`src/rtl/ppmn_pkg.sv`:
```
// Shared types and constants for the PPM stream negative filter.
package ppmn_pkg;

    localparam int BYTE_W  = 8;
    localparam int DIM_W   = 16;
    localparam int PROD_W  = 2 * DIM_W;
    localparam int COUNT_W = 34;

    localparam logic [BYTE_W-1:0] ASCII_LF    = 8'h0A;
    localparam logic [BYTE_W-1:0] ASCII_ZERO  = 8'h30;
    localparam logic [BYTE_W-1:0] ASCII_NINE  = 8'h39;
    localparam logic [BYTE_W-1:0] PIXEL_MAX   = 8'hFF;
    localparam logic [DIM_W-1:0]  DIM_MAX     = 16'hFFFF;

    typedef enum logic [2:0] {
        PH_LINE1  = 3'd0,
        PH_WIDTH  = 3'd1,
        PH_HEIGHT = 3'd2,
        PH_REST2  = 3'd3,
        PH_LINE3  = 3'd4,
        PH_PIXELS = 3'd5
    } phase_t;

    typedef struct packed {
        logic [BYTE_W-1:0] out_byte;
        logic              is_pixel;
        logic              image_end;
    } result_t;

endpackage

```
`src/rtl/ppmn_core.sv`:
```
// Header parser, dimension capture and pixel inversion for the negative filter.
module ppmn_core #(
    parameter int LINE_LIMIT = 32
) (
    input  logic                    clk,
    input  logic                    rst_n,
    input  logic                    accept,
    input  logic [7:0]              in_byte,
    output ppmn_pkg::result_t       result
);
    import ppmn_pkg::*;

    localparam int LC_W = $clog2(LINE_LIMIT);

    phase_t               phase_reg, phase_next, phase_work;
    logic [LC_W-1:0]      line_count_reg, line_count_next, lc_inc;
    logic [DIM_W-1:0]     width_reg, width_next;
    logic [DIM_W-1:0]     height_reg, height_next;
    logic [COUNT_W-1:0]   count_reg, count_next;
    logic [PROD_W-1:0]    product_reg;
    logic [COUNT_W-1:0]   last_idx_reg;
    logic                 digit;
    logic [3:0]           digit_val;
    logic                 line_done;
    logic                 last_pixel;

    function automatic logic [DIM_W-1:0] add_digit(input logic [DIM_W-1:0] acc,
                                                   input logic [3:0] d);
        logic [DIM_W+3:0] v;
        v = {1'b0, acc, 3'b000} + {3'b000, acc, 1'b0} + {{DIM_W{1'b0}}, d};
        return (v > {4'b0000, DIM_MAX}) ? DIM_MAX : v[DIM_W-1:0];
    endfunction

    assign digit     = (in_byte >= ASCII_ZERO) && (in_byte <= ASCII_NINE);
    assign digit_val = 4'(in_byte - ASCII_ZERO);
    assign lc_inc    = line_count_reg + 1'b1;
    assign line_done = (in_byte == ASCII_LF) || (lc_inc >= LC_W'(LINE_LIMIT - 1));

    // An image holds at least three pixel bytes, so the first pixel is never the
    // last; the end index is ready from the second pixel on.
    assign last_pixel = (count_reg != '0) && (count_reg == last_idx_reg);

    always_comb
    begin
        result.out_byte  = in_byte;
        result.is_pixel  = 1'b0;
        result.image_end = 1'b0;
        if (phase_reg == PH_PIXELS)
        begin
            result.out_byte  = PIXEL_MAX - in_byte;
            result.is_pixel  = 1'b1;
            result.image_end = last_pixel;
        end
    end

    always_comb
    begin
        phase_next      = phase_reg;
        line_count_next = line_count_reg;
        width_next      = width_reg;
        height_next     = height_reg;
        count_next      = count_reg;
        phase_work      = phase_reg;

        if (phase_reg == PH_PIXELS)
        begin
            if (last_pixel)
            begin
                phase_next      = PH_LINE1;
                line_count_next = '0;
                count_next      = '0;
            end
            else
            begin
                count_next = count_reg + 1'b1;
            end
        end
        else
        begin
            unique case (phase_reg)
                PH_LINE1, PH_REST2, PH_LINE3: phase_work = phase_reg;
                PH_WIDTH:
                begin
                    if (digit)
                        width_next = add_digit(width_reg, digit_val);
                    else
                        phase_work = PH_HEIGHT;
                end
                PH_HEIGHT:
                begin
                    if (digit)
                        height_next = add_digit(height_reg, digit_val);
                    else
                        phase_work = PH_REST2;
                end
                default: phase_work = PH_LINE1;
            endcase

            if (!line_done)
            begin
                line_count_next = lc_inc;
                phase_next      = phase_work;
            end
            else
            begin
                line_count_next = '0;
                unique case (phase_work)
                    PH_LINE1:
                    begin
                        width_next  = '0;
                        height_next = '0;
                        phase_next  = PH_WIDTH;
                    end
                    PH_LINE3:
                    begin
                        count_next = '0;
                        phase_next = ((width_reg == '0) || (height_reg == '0)) ?
                                     PH_LINE1 : PH_PIXELS;
                    end
                    default: phase_next = PH_LINE3;
                endcase
            end
        end
    end

    always_ff @(posedge clk or negedge rst_n)
    begin
        if (!rst_n)
        begin
            phase_reg      <= PH_LINE1;
            line_count_reg <= '0;
            width_reg      <= '0;
            height_reg     <= '0;
            count_reg      <= '0;
        end
        else if (accept)
        begin
            phase_reg      <= phase_next;
            line_count_reg <= line_count_next;
            width_reg      <= width_next;
            height_reg     <= height_next;
            count_reg      <= count_next;
        end
    end

    // The dimensions settle by the end of line two, so the byte total follows
    // them through two register stages while line three is still being read.
    always_ff @(posedge clk or negedge rst_n)
    begin
        if (!rst_n)
        begin
            product_reg  <= '0;
            last_idx_reg <= '0;
        end
        else
        begin
            product_reg  <= PROD_W'(width_reg) * PROD_W'(height_reg);
            last_idx_reg <= COUNT_W'({product_reg, 1'b0}) + COUNT_W'(product_reg)
                            - COUNT_W'(1);
        end
    end

    a_pixel_dims_nonzero: assert property (@(posedge clk) disable iff (!rst_n)
        (phase_reg == PH_PIXELS) |-> ((width_reg != '0) && (height_reg != '0)))
        else $error("pixel phase entered with a zero dimension");

    a_end_only_pixel: assert property (@(posedge clk) disable iff (!rst_n)
        result.image_end |-> result.is_pixel)
        else $error("image end flagged on a header word");

    a_end_returns_line1: assert property (@(posedge clk) disable iff (!rst_n)
        (accept && result.image_end) |=> (phase_reg == PH_LINE1))
        else $error("no return to line one after the last pixel");

    a_count_in_range: assert property (@(posedge clk) disable iff (!rst_n)
        ((phase_reg == PH_PIXELS) && (count_reg != '0)) |-> (count_reg <= last_idx_reg))
        else $error("pixel count ran past the image size");

endmodule

```
`src/rtl/ppmn_skid.sv`:
```
// Output register with a skid stage for the negative filter result words.
module ppmn_skid (
    input  logic                clk,
    input  logic                rst_n,
    input  logic                push,
    input  ppmn_pkg::result_t   push_data,
    output logic                push_ready,
    output logic                out_valid,
    input  logic                out_ready,
    output ppmn_pkg::result_t   out_data
);
    import ppmn_pkg::*;

    logic    out_valid_reg, skid_valid_reg;
    result_t out_data_reg, skid_data_reg;
    logic    pop;

    assign pop        = out_valid_reg && out_ready;
    assign push_ready = !skid_valid_reg;
    assign out_valid  = out_valid_reg;
    assign out_data   = out_data_reg;

    always_ff @(posedge clk or negedge rst_n)
    begin
        if (!rst_n)
        begin
            out_valid_reg  <= 1'b0;
            skid_valid_reg <= 1'b0;
        end
        else if (skid_valid_reg)
        begin
            if (pop)
            begin
                skid_valid_reg <= 1'b0;
            end
        end
        else if (push)
        begin
            if (out_valid_reg && !pop)
                skid_valid_reg <= 1'b1;
            else
                out_valid_reg <= 1'b1;
        end
        else if (pop)
        begin
            out_valid_reg <= 1'b0;
        end
    end

    always_ff @(posedge clk)
    begin
        if (skid_valid_reg)
        begin
            if (pop)
                out_data_reg <= skid_data_reg;
        end
        else if (push)
        begin
            if (out_valid_reg && !pop)
                skid_data_reg <= push_data;
            else
                out_data_reg <= push_data;
        end
    end

    a_skid_needs_out: assert property (@(posedge clk) disable iff (!rst_n)
        skid_valid_reg |-> out_valid_reg)
        else $error("skid word held while the output register is empty");

    a_stall_keeps_word: assert property (@(posedge clk) disable iff (!rst_n)
        (out_valid_reg && !out_ready) |=> (out_valid_reg && $stable(out_data_reg)))
        else $error("stalled output word changed");

    a_skid_moves_up: assert property (@(posedge clk) disable iff (!rst_n)
        (skid_valid_reg && pop) |=> (out_valid_reg && !skid_valid_reg))
        else $error("skid word not moved into the output register");

endmodule

```
`src/rtl/ppm_stream_negative.sv`:
```
// Top level of the PPM stream negative filter.
//
// Usage:
//   The slave channel (s_tvalid, s_tready, s_tdata) takes one byte of a binary
//   colour PPM file per word. The master channel returns one word for every
//   byte taken: header bytes unchanged with m_tuser low, pixel bytes as
//   255 minus the byte with m_tuser high, and m_tlast on the final pixel byte.
//   Header lines end at a newline or after LINE_LIMIT-1 bytes; width and height
//   come from the second line, and an image with no pixels goes straight back
//   to header parsing.
//   Each accepted byte's word is registered in the output or skid stage, and one word
//   is accepted in every cycle while s_tready is high; the parse state and pixel
//   counter update in a single step per byte. The byte total is formed by a two-stage
//   multiply that runs while the third header line is read.
//   Reset clears the parser to the first header line and empties the output.
//   When the receiver stalls, the output register and a one-word skid stage
//   hold results; s_tready drops only once both are full.
module ppm_stream_negative #(
    parameter int LINE_LIMIT = 32
) (
    input  logic       clk,
    input  logic       rst_n,
    input  logic       s_tvalid,
    output logic       s_tready,
    input  logic [7:0] s_tdata,     // [7:0] in_byte
    output logic       m_tvalid,
    input  logic       m_tready,
    output logic [7:0] m_tdata,     // [7:0] out_byte
    output logic [0:0] m_tuser,     // [0] is_pixel
    output logic       m_tlast      // image_end
);
    import ppmn_pkg::*;

    logic    accept;
    result_t core_result;
    result_t out_word;

    assign accept = s_tvalid && s_tready;

    ppmn_core #(
        .LINE_LIMIT(LINE_LIMIT)
    ) u_core (
        .clk     (clk),
        .rst_n   (rst_n),
        .accept  (accept),
        .in_byte (s_tdata),
        .result  (core_result)
    );

    ppmn_skid u_skid (
        .clk        (clk),
        .rst_n      (rst_n),
        .push       (accept),
        .push_data  (core_result),
        .push_ready (s_tready),
        .out_valid  (m_tvalid),
        .out_ready  (m_tready),
        .out_data   (out_word)
    );

    assign m_tdata    = out_word.out_byte;
    assign m_tuser[0] = out_word.is_pixel;
    assign m_tlast    = out_word.image_end;

endmodule

```
`config.mk`:
```
export PLATFORM = sky130hd
export DESIGN_NAME = ppm_stream_negative
export DESIGN_NICKNAME = d
export VERILOG_FILES = /design/src/rtl/ppmn_pkg.sv /design/src/rtl/ppmn_core.sv /design/src/rtl/ppmn_skid.sv /design/src/rtl/ppm_stream_negative.sv
export SDC_FILE = /design/constraint.sdc
export NUM_CORES = 1
export LEC_CHECK = 0
export ABC_AREA = 1
export BUFFER_PORTS_ARGS = -buffer_cell sky130_fd_sc_hd__buf_2
export CAP_MARGIN = 20
export CORE_UTILIZATION = 45
export DETAILED_ROUTE_END_ITERATION = 8
export PLACE_DENSITY = 0.67
export SYNTH_ARGS = -nofsm -noshare
export SYNTH_HDL_FRONTEND = slang
export SYNTH_SLANG_ARGS = --single-unit
```
`constraint.sdc`:
```
create_clock -name clk -period 6.55 [get_ports clk]
set_input_delay 0 -clock clk [delete_from_list [all_inputs] [get_ports clk]]
set_output_delay 0 -clock clk [all_outputs]
set_load 0.1 [all_outputs]
```
==> results.md, run 1 <==
- Status: finished, final reports clean
- Fin Setup TNS: 0 ns
- Row cnt: 81
- Slew HR: 39.43%
- Layout cells sized above 1: 4.885%
- Largest family of logic cells by synthesized area: adder cells
- Syn avg cell area: 6.972 µm²
- HP Class: input pin to async pin
- Max stage delay on crit path: 0.91 ns
- DP Wirelength: 45360 µm
- Peak supply drop: 0.0002952 V
- CTS tree: built
- Final core occ: 48.73%
- Crit path time final: 5.994 ns
- Final setup violation count: 0
- Max cap viols: 0
- Largest net degree at the start of global routing: 65
- Die Height: 225.3 µm
- Critical-path top delay cell: dfrtp_1
- Layout area overhead: 6.501%
- Vias in the first global route: 18350
- Gpl congestion: 0.9556
- Vias per cell: 4.986
- Reg2reg end: u_core.product_reg[25]
- Post-Syn Area: 22440 µm²
- Fillers: 5025
- Quantity of hold-fixing buffers added after cts: 7
- Critical Path, Cell by Cell: nand2_1, fa_1, inv_1, fa_1, inv_1, fa_1, inv_1, fa_1, fa_1, inv_1, fa_1, inv_1, ha_1, nand2_1, inv_1, nand2_1, nor2_1, nand4_1, nand3_1, nand2_1, nand2_1, xor2_1
- TritonRoute pass-1 iters: 6
- Mux cell area share after synthesis: 0%
- Adder-cell share of the synthesized area: 30.74%
- Top cell family by delay on the critical path: adder cells
- Clk_lat worst skew: 0.47 ns
- Postcts setup bufs: 0
- Initial antenna violation count: 0
- P_leak: 0.01382 µW
- Nets: 3645
- Global-route wire length before repair: 94250 µm
- Compound-Gate Fraction of Synth Area: 5.804%
- Sequential cell area fraction in the yosys report: 18.51%
- Final Hold Viols: 0
- Reg2Reg Depth: 22
- DRC viols: 0
- Reg clk slew, reported paths: 0.08 ns
- Setup Skew: 0.01747 ns
- Pwr Density: 336.5 nW/µm²
- CTS Buf Count: 17
- Commonest non-fill, non-tap cell in the layout: nand2_1
- H-tree depth: 4
- Synthesized netlist net count: 3663
- Die Wd: 225.3 µm
- Post-DR wirelength/cell: 14.45 µm
- Final worst-path cycle share: 91.52%
- I/O Pins: 24
- CTS root buffer: clkbuf_16
- Diode count: 0
- Gr usage total: 23.30%
- TritonCTS sink count: 162
- Total vias in the final route: 19330
- Worst r2r src: u_core.width_reg[6]
- Critical Path End Type: flop
- Die ar.: 50770 µm²
- Fmax: 0.1668 GHz
- Crit path max fanout: 21
- Unrepaired setup endpoints after global routing: no
- Asr flop ratio synth: 87.65%
- Reg2reg setup slack: 0.56 ns
- Starting Density: 45.75%
- Routed WL: 56060 µm
- Multi-input logic area: 15140 µm²
- Synth warn: 0
- Post_cts resized: 0
- CP startpoint kind: flop
- Arrival @ worst endpoint: 6.39 ns
- Crit path buf inv count: 6
- Grt total ovfl: 0
- Top FF cell, synth: dfrtp_1
- Measured slew at the worst slew-check pin: 0.9052 ns
- Core Area: 49050 µm²
- CP Data Required Time: 6.94 ns
- Drt initial violations: 1433
- Post-synthesis simple-gate area fraction: 26.87%
- Register bit count reported by yosys: 162
- Post-Syn Instances: 3219
- Final ANT Viol Nets: 0
- CTS Buffer Depth: 2
- Unique cell type count in the Yosys netlist: 44
- Most frequent cells in the layout: 924 x nand2_1, 699 x inv_1, 251 x nor2_1, 233 x ha_1, 199 x fa_1
- Register area: 4154 µm²
- Max Slew Vio Count: 0
- Crit path kind: flop to flop
- XOR/XNOR Fraction of Synth Area: 4.059%
- EDFF count, synth: 20
- Port bufs: 23
stage by stage:
stage	total power [µW]	setup slack, ns	hold WS, ns	cell area, µm²	instances
final	8042	0.5557	0.006900	23900	3878
after global routing	8815	0.1849	0.03257	23900	3878
after CTS	7996	0.5702	0.02666	23900	3878
after detailed placement	6904	0.5995	-0.03771	23200	3839
after global placement	6873	0.7152	-0.04275	23200	3839
after floorplan	5545	1.015	-0.2956	22440	3219
power breakdown:
part	leakage (µW)	total, µW	switching [µW]	internal (µW)
Sequential	0.00202	1780	453	1330
Combinational	0.0115	5210	3450	1770
Clock	0.000303	1050	525	524
how the worst max path moves through the flow:
stage / from / to / slack, ns / cells after the start
floorplan: u_core.width_reg[9] / u_core.product_reg[28] / 1.01 / 19
global placement: u_core.height_reg[15] / u_core.product_reg[25] / 0.72 / 20
detailed placement: u_core.width_reg[6] / u_core.product_reg[25] / 0.60 / 22
CTS: u_core.width_reg[6] / u_core.product_reg[25] / 0.57 / 22
global route: u_core.width_reg[6] / u_core.product_reg[25] / 0.18 / 22
finish: u_core.width_reg[6] / u_core.product_reg[25] / 0.56 / 22
synth_stat cells, types with 5 or more instances:
cell      number  area share, %
clkbuf_1      47           0.79
buf_1         22           0.37
o211ai_1       6           0.20
ha_1         233             13
buf_2         20           0.45
nor2_1       251            4.2
a21oi_1      101            2.3
nor4_1        10           0.28
or2_2         13           0.36
nand4_1       28           0.78
nand2_1      924             15
a21o_1        11           0.37
buf_4          7           0.23
nor2_2         5           0.14
nand3_1      156            3.5
fa_1         199             18
a31oi_1        7           0.20
o21a_1         5           0.17
nor3_1        42           0.94
inv_2         23           0.38
edfxtp_1      20            2.7
xor2_1        73            2.8
xnor2_1       31            1.2
inv_1        699             12
o21ai_0       54            1.2
o21bai_1       9           0.30
nand2_2       15           0.42
o21ai_1       34           0.76
dfrtp_1      142             16
layout make-up:
class	count	area share [%]
clock buffers	17	1.780
clock inverters	15	0.8637
inverters	724	11.37
multi-input cells	2235	63.36
flip-flops and latches	162	17.38
well taps	664	3.476
repair buffers	61	1.775
routing by layer:
layer  wire length [µm]  up-vias  part of all wire, %  global-route usage (%)
li1                   -     9670                    -                       -
met3               3158       87                  5.6                   3.220
met2              25890      507                   46                   37.67
met5                  0        -                    0                       0
met1              25660     9070                   46                   32.33
met4               1353        0                  2.4                   6.803
logic make-up after synthesis:
group / count (synthesis)
adders and majority gates: 432
AOI/OAI and AO/OA: 236
buffers and inverters: 822
xor gates and xnor gates: 104
DFF: 162
and+or+nand+nor: 1463
No activity file was read; power rests on OpenSTA's default activity.
==> run 2: changes to the inputs <==
==> constraint.sdc (replaced) <==
create_clock -name clk -period 7.2 [get_ports clk]
set_input_delay 0 -clock clk [delete_from_list [all_inputs] [get_ports clk]]
set_output_delay 0 -clock clk [all_outputs]
set_load 0.1 [all_outputs]
==> results.md, run 2 (synthesis gave the netlist of run 1 again) <==
- Status: finished, final reports clean
- CTS tree: built
- Post_cts resized: 0 (unchanged)
- Part of the power in combinational logic: 64.2% (-0.6 points)
- Clk_lat worst skew: 0.46 ns (about the same)
- Final setup violation count: 0 (unchanged)
- Critical Path End Type: flop
- CTS root buffer: clkbuf_16
- Largest net degree at the start of global routing: 51 (-22%)
- Postcts setup bufs: 0 (unchanged)
- Reg2reg setup slack: 1.22 ns (+0.66 ns)
- Fmax: 0.1671 GHz (+0.17%)
- Critical-path top delay cell: dfrtp_1
- Crit path time final: 5.984 ns (-0.01019 ns)
- Core Area: 49050 µm² (unchanged)
- DP Wirelength: 45300 µm (-0.12%)
- Row cnt: 81 (unchanged)
- Crit path buf inv count: 4 (-2)
- Gpl congestion: 0.9332 (-2.3%)
- Slew HR: 32.98% (-6.4 points)
- CP Data Required Time: 7.59 ns (+0.65 ns)
- Reg2Reg Depth: 20 (-9.1%)
- Unrepaired setup endpoints after global routing: no
- Reg2reg end: u_core.product_reg[25]
- Critical Path Most Common Cell: fa_1
- Layout area overhead: 5.943%
- CP startpoint kind: flop
- Final worst-path cycle share: 83.11% (-8.4 points)
- Measured slew at the worst slew-check pin: 1.001 ns (+0.09630 ns)
- Die Wd: 225.3 µm (unchanged)
- Switching Share: 55.07% (about the same)
- Arrival @ worst endpoint: 6.37 ns (-0.02 ns)
- P_leak: 0.01374 µW (-0.63%)
- Pwr Density: 305.2 nW/µm² (-9.3%)
- Reg clk slew, reported paths: 0.08 ns (about the same)
- TritonRoute pass-1 iters: 5 (-1)
- Max cap viols: 0 (unchanged)
- Die ar.: 50770 µm² (unchanged)
- Drt initial violations: 1229 (-14%)
- Layout cells sized above 1: 4.380% (-0.50 points)
- Nets: 3627 (-0.49%)
- TritonCTS sink count: 162 (unchanged)
- Fin Setup TNS: 0 ns (unchanged)
- Part of the power in registers: 22.6% (+0.5 points)
- Total vias in the final route: 19110 (-1.1%)
- P_sw: 3997 µW (-9.7%)
- Setup Skew: 0.01425 ns (-0.003223 ns)
- HP Class: input pin to async pin
- Crit path kind: flop to flop
- Post-DR wirelength/cell: 14.54 µm (+0.57%)
- Grt total ovfl: 0 (unchanged)
- DRC viols: 0 (unchanged)
- Commonest non-fill, non-tap cell in the layout: nand2_1
- Diode count: 0 (unchanged)
- Starting Density: 45.75% (unchanged)
- Vias in the first global route: 18280 (-0.41%)
- Vias per cell: 4.951 (-0.69%)
- H-tree depth: 4 (unchanged)
- Peak supply drop: 0.0002500 V (-15%)
- Max Slew Vio Count: 0 (unchanged)
- Initial antenna violation count: 0 (unchanged)
- Critical Path, Cell by Cell: nand2_1, fa_1, inv_1, fa_1, fa_1, fa_1, fa_1, inv_1, fa_1, inv_1, ha_1, nand2_1, inv_1, nand2_1, nor2_1, nand4_1, nand3_1, nand2_1, nand2_1, xor2_1
- Port bufs: 23 (unchanged)
- P_int: 3261 µW (-9.8%)
- Die Height: 225.3 µm (unchanged)
- CTS Buf Count: 17 (unchanged)
- Max stage delay on crit path: 0.93 ns (+0.02 ns)
- Global-route wire length before repair: 93720 µm (-0.56%)
- CTS Buffer Depth: 2 (unchanged)
- I/O Pins: 24 (unchanged)
- Most frequent cells in the layout: 924 x nand2_1, 699 x inv_1, 251 x nor2_1, 233 x ha_1, 199 x fa_1
- Clk pwr share: 13.2% (+0.2 points)
- Final Hold Viols: 0 (unchanged)
- Top cell family by delay on the critical path: adder cells
- Final core occ: 48.47% (-0.26 points)
- Final ANT Viol Nets: 0 (unchanged)
- Worst r2r src: u_core.width_reg[6]
- Crit path max fanout: 21 (unchanged)
- Quantity of hold-fixing buffers added after cts: 6 (-1)
- Routed WL: 56120 µm (+0.11%)
- Gr usage total: 23.17% (-0.13 points)
==> run 2: metrics by stage <==
stage	cells	setup slack (ns)	total power, µW	hold slack, ns	area [µm²]
after CTS	3860	1.223	7253	0.008671	23780
after global placement	3821	1.265	6216	-0.04436	23060
after detailed placement	3822	1.242	6253	-0.04253	23090
after floorplan	3219	1.665	5044	-0.2956	22440
after global routing	3860	0.8468	7965	0.04701	23780
final	3860	1.216	7258	0.01349	23780
==> run 2: power groups by stage <==
stage / clock (µW) / sequential [µW] / combinational [µW]
final: 961 / 1640 / 4660
after floorplan: 0 / 1510 / 3530
after CTS: 984 / 1630 / 4640
after global placement: 0 / 1640 / 4570
after global routing: 1020 / 1670 / 5280
after detailed placement: 0 / 1650 / 4600
==> run 2: metal layers <==
metal  routed length, µm  global-route usage, %  part of all wire, %
met5                   0                      0                    0
met4                1633                  8.624                  2.9
met3                2869                  2.764                  5.1
met2               25960                  37.17                   46
met1               25650                  31.99                   46
==> run 2: worst max-delay path by stage <==
stage / from / cells after the start / to / slack (ns)
global placement: u_core.width_reg[2] / 18 / u_core.product_reg[22] / 1.26
CTS: u_core.width_reg[6] / 16 / u_core.product_reg[19] / 1.22
detailed placement: u_core.width_reg[6] / 16 / u_core.product_reg[19] / 1.24
global route: u_core.height_reg[8] / 22 / u_core.product_reg[25] / 0.85
finish: u_core.width_reg[6] / 20 / u_core.product_reg[25] / 1.22
floorplan: u_core.width_reg[9] / 19 / u_core.product_reg[28] / 1.66
==> run 2: area by class of cell <==
class | count | area [µm²]
multi-input combinational | 2235 | 15140
tap | 664 | 830.8
sequential | 162 | 4154
fill | 4998 | 25280
timing repair buffer | 43 | 306.5
clock inverter | 15 | 198.9
clock buffer | 17 | 425.4
inverter | 724 | 2718
==> run 3: changes to the inputs <==
==> constraint.sdc (replaced) <==
create_clock -name clk -period 6.2 [get_ports clk]
set_input_delay 0 -clock clk [delete_from_list [all_inputs] [get_ports clk]]
set_output_delay 0 -clock clk [all_outputs]
set_load 0.1 [all_outputs]
==> results.md, run 3 (synthesis gave the netlist of run 1 again) <==
- Most frequent cells in the layout: 924 x nand2_1, 699 x inv_1, 251 x nor2_1, 233 x ha_1, 199 x fa_1
- HP Start: s_tdata[0]
- Max stage delay on crit path: 0.80 ns (-0.13 ns)
- Die ar.: 50770 µm² (unchanged)
- CTS root buffer: clkbuf_16
- Setup Skew: 0.02031 ns (+0.006064 ns)
- H-tree depth: 4 (unchanged)
- Die Height: 225.3 µm (unchanged)
- Hold WS: 0.04299 ns (+0.02950 ns)
- Postcts setup bufs: 0 (unchanged)
- CP startpoint kind: flop
- Reg2reg end: u_core.product_reg[25]
- Grt total ovfl: 0 (unchanged)
- Clk_lat worst skew: 0.47 ns (about the same)
- Dpl cells: 3846 (+0.63%)
- Final setup violation count: 0 (unchanged)
- Die Wd: 225.3 µm (unchanged)
- Fin Setup TNS: 0 ns (unchanged)
- Global-route wire length before repair: 93650 µm (about the same)
- P_int: 3837 µW (+18%)
- DP Wirelength: 45980 µm (+1.5%)
- Starting Density: 45.75% (unchanged)
- Worst r2r src: u_core.width_reg[7]
- CTS Buffer Depth: 2 (unchanged)
- Fillers: 5010 (+0.24%)
- Largest net degree at the start of global routing: 89 (+75%)
- Slew HR: 36.21% (+3.2 points)
- Crit path time final: 5.780 ns (-0.2045 ns)
- Final core occ: 48.82% (+0.34 points)
- Status: finished, final reports clean
- Max cap viols: 0 (unchanged)
- Vias per cell: 4.968 (+0.34%)
- Reg2Reg Depth: 22 (+10%)
- Met3 GRT Util: 3.598% (+0.83 points)
- Top cell family by delay on the critical path: adder cells
- Switching Share: 54.86% (-0.21 points)
- Unrepaired setup endpoints after global routing: no
- Final ANT Viol Nets: 0 (unchanged)
- Part of the power in combinational logic: 65.6% (+1.4 points)
- Crit path buf inv count: 6 (+2)
- Clk pwr share: 13.0% (-0.2 points)
- Layout area overhead: 6.696%
- TritonRoute pass-1 iters: 5 (unchanged)
- P_leak: 0.01386 µW (+0.87%)
- Gpl congestion: 0.9580 (+2.7%)
- Commonest non-fill, non-tap cell in the layout: nand2_1
- Hold worst-path end: u_skid.skid_data_reg[2]
- DRC viols: 0 (unchanged)
- Reg2reg setup slack: 0.42 ns (-0.80 ns)
- Total vias in the final route: 19300 (+0.96%)
- Design Power: 8499 µW (+17%)
- Max Slew Vio Count: 0 (unchanged)
- Hold Crit Depth: 2
- HP Class: input pin to flop
- Row cnt: 81 (unchanged)
- Final instance count without filler cells: 3884 (+0.62%)
- Peak supply drop: 0.0002821 V (+13%)
- GR Util met2: 36.57% (-0.60 points)
- Nets: 3651 (+0.66%)
- CP Data Required Time: 6.59 ns (-1.00 ns)
- Final worst-path cycle share: 93.22% (+10 points)
- Gr usage total: 23.13% (-0.040 points)
- Post-DR wirelength/cell: 14.46 µm (-0.55%)
- Critical-path top delay cell: dfrtp_1
- Routed WL: 56160 µm (about the same)
- Part of the power in registers: 21.4% (-1.2 points)
- Diode count: 0 (unchanged)
- Vias in the first global route: 18460 (+0.98%)
- P_sw: 4662 µW (+17%)
- Drt initial violations: 1534 (+25%)
- Met1 Use GR: 32.39% (+0.39 points)
- I/O Pins: 24 (unchanged)
- Arrival @ worst endpoint: 6.17 ns (-0.20 ns)
- Critical Path, Cell by Cell: nand2_1, fa_1, inv_1, fa_1, inv_1, fa_1, inv_1, fa_1, fa_1, inv_1, fa_1, inv_1, ha_1, nand2_1, inv_1, nand2_1, nor2_1, nand4_1, nand3_1, nand2_1, nand2_1, xor2_1
- Core Area: 49050 µm² (unchanged)
- Port bufs: 23 (unchanged)
- Pwr Density: 354.9 nW/µm² (+16%)
- Critical Path End Type: flop
- Busiest grt layer: met2
- Final Hold Viols: 0 (unchanged)
- Fmax: 0.1730 GHz (+3.5%)
- Reg clk slew, reported paths: 0.08 ns (about the same)
- Initial antenna violation count: 0 (unchanged)
- Measured slew at the worst slew-check pin: 0.9533 ns (-0.04817 ns)
- CTS Buf Count: 17 (unchanged)
- CTS tree: built
- Crit path max fanout: 18 (-14%)
- TritonCTS sink count: 162 (unchanged)
- Layout cells sized above 1: 5.124% (+0.74 points)
- Crit path kind: flop to flop
-- run 3: changes by cell type in the layout (fill, tap and decap cells not counted) --
cell | previous run | this run
dfrtp_1 | 142 | 141
buf_4 | 13 | 38
buf_16 | 1 | 0
inv_12 | 3 | 1
inv_6 | 2 | 1
dfrtp_2 | 0 | 1
clkinv_8 | 5 | 8
-- run 3: stage by stage --
stage               area [µm²]  setup WS (ns)
floorplan                22440         0.6649
detailed placement       23250         0.4338
finish                   23950         0.4205
CTS                      23940         0.4217
global route             23950        0.03076
global placement         23250         0.5330
-- run 3: how the worst max path moves through the flow --
stage                              start                      to  cells after the start
floorplan            u_core.width_reg[9]  u_core.product_reg[28]                     19
global placement    u_core.height_reg[6]  u_core.product_reg[18]                     18
detailed placement  u_core.width_reg[10]  u_core.product_reg[27]                     17
CTS                 u_core.width_reg[10]  u_core.product_reg[19]                     16
global route         u_core.width_reg[7]  u_core.product_reg[25]                     22
finish               u_core.width_reg[7]  u_core.product_reg[25]                     22
-- run 3: routing by layer --
| metal | part of all wire [%] | wire [µm] |
|---|---|---|
| met2 | 45 | 25490 |
| met3 | 6.0 | 3366 |
| met5 | 0 | 0 |
| met1 | 46 | 25880 |
| met4 | 2.5 | 1416 |
-- run 3: timing repair --
item / 4_1_cts / 5_1_grt
hold buffers: 6 / 0
resized for setup: 0 / 1
setup endpoints to repair: 0 / 1
hold endpoints to repair: 97 / 0
-- run 3: final cells by class --
class                      count  area (µm²)  area share (%)
multi-input combinational   2235       15140           63.24
sequential                   162        4155           17.35
inverter                     724        2718           11.35
tap                          664       830.8           3.470
timing repair buffer          67       466.7           1.949
clock buffer                  17       425.4           1.777
clock inverter                15       206.4          0.8622
-- run 3: power by group through the flow --
stage	registers [µW]	logic, µW	clock network [µW]
floorplan	1750	4100	0
global placement	1820	5460	0
detailed placement	1820	5490	0
CTS	1800	5530	1130
global route	1850	6290	1170
finish	1820	5570	1110
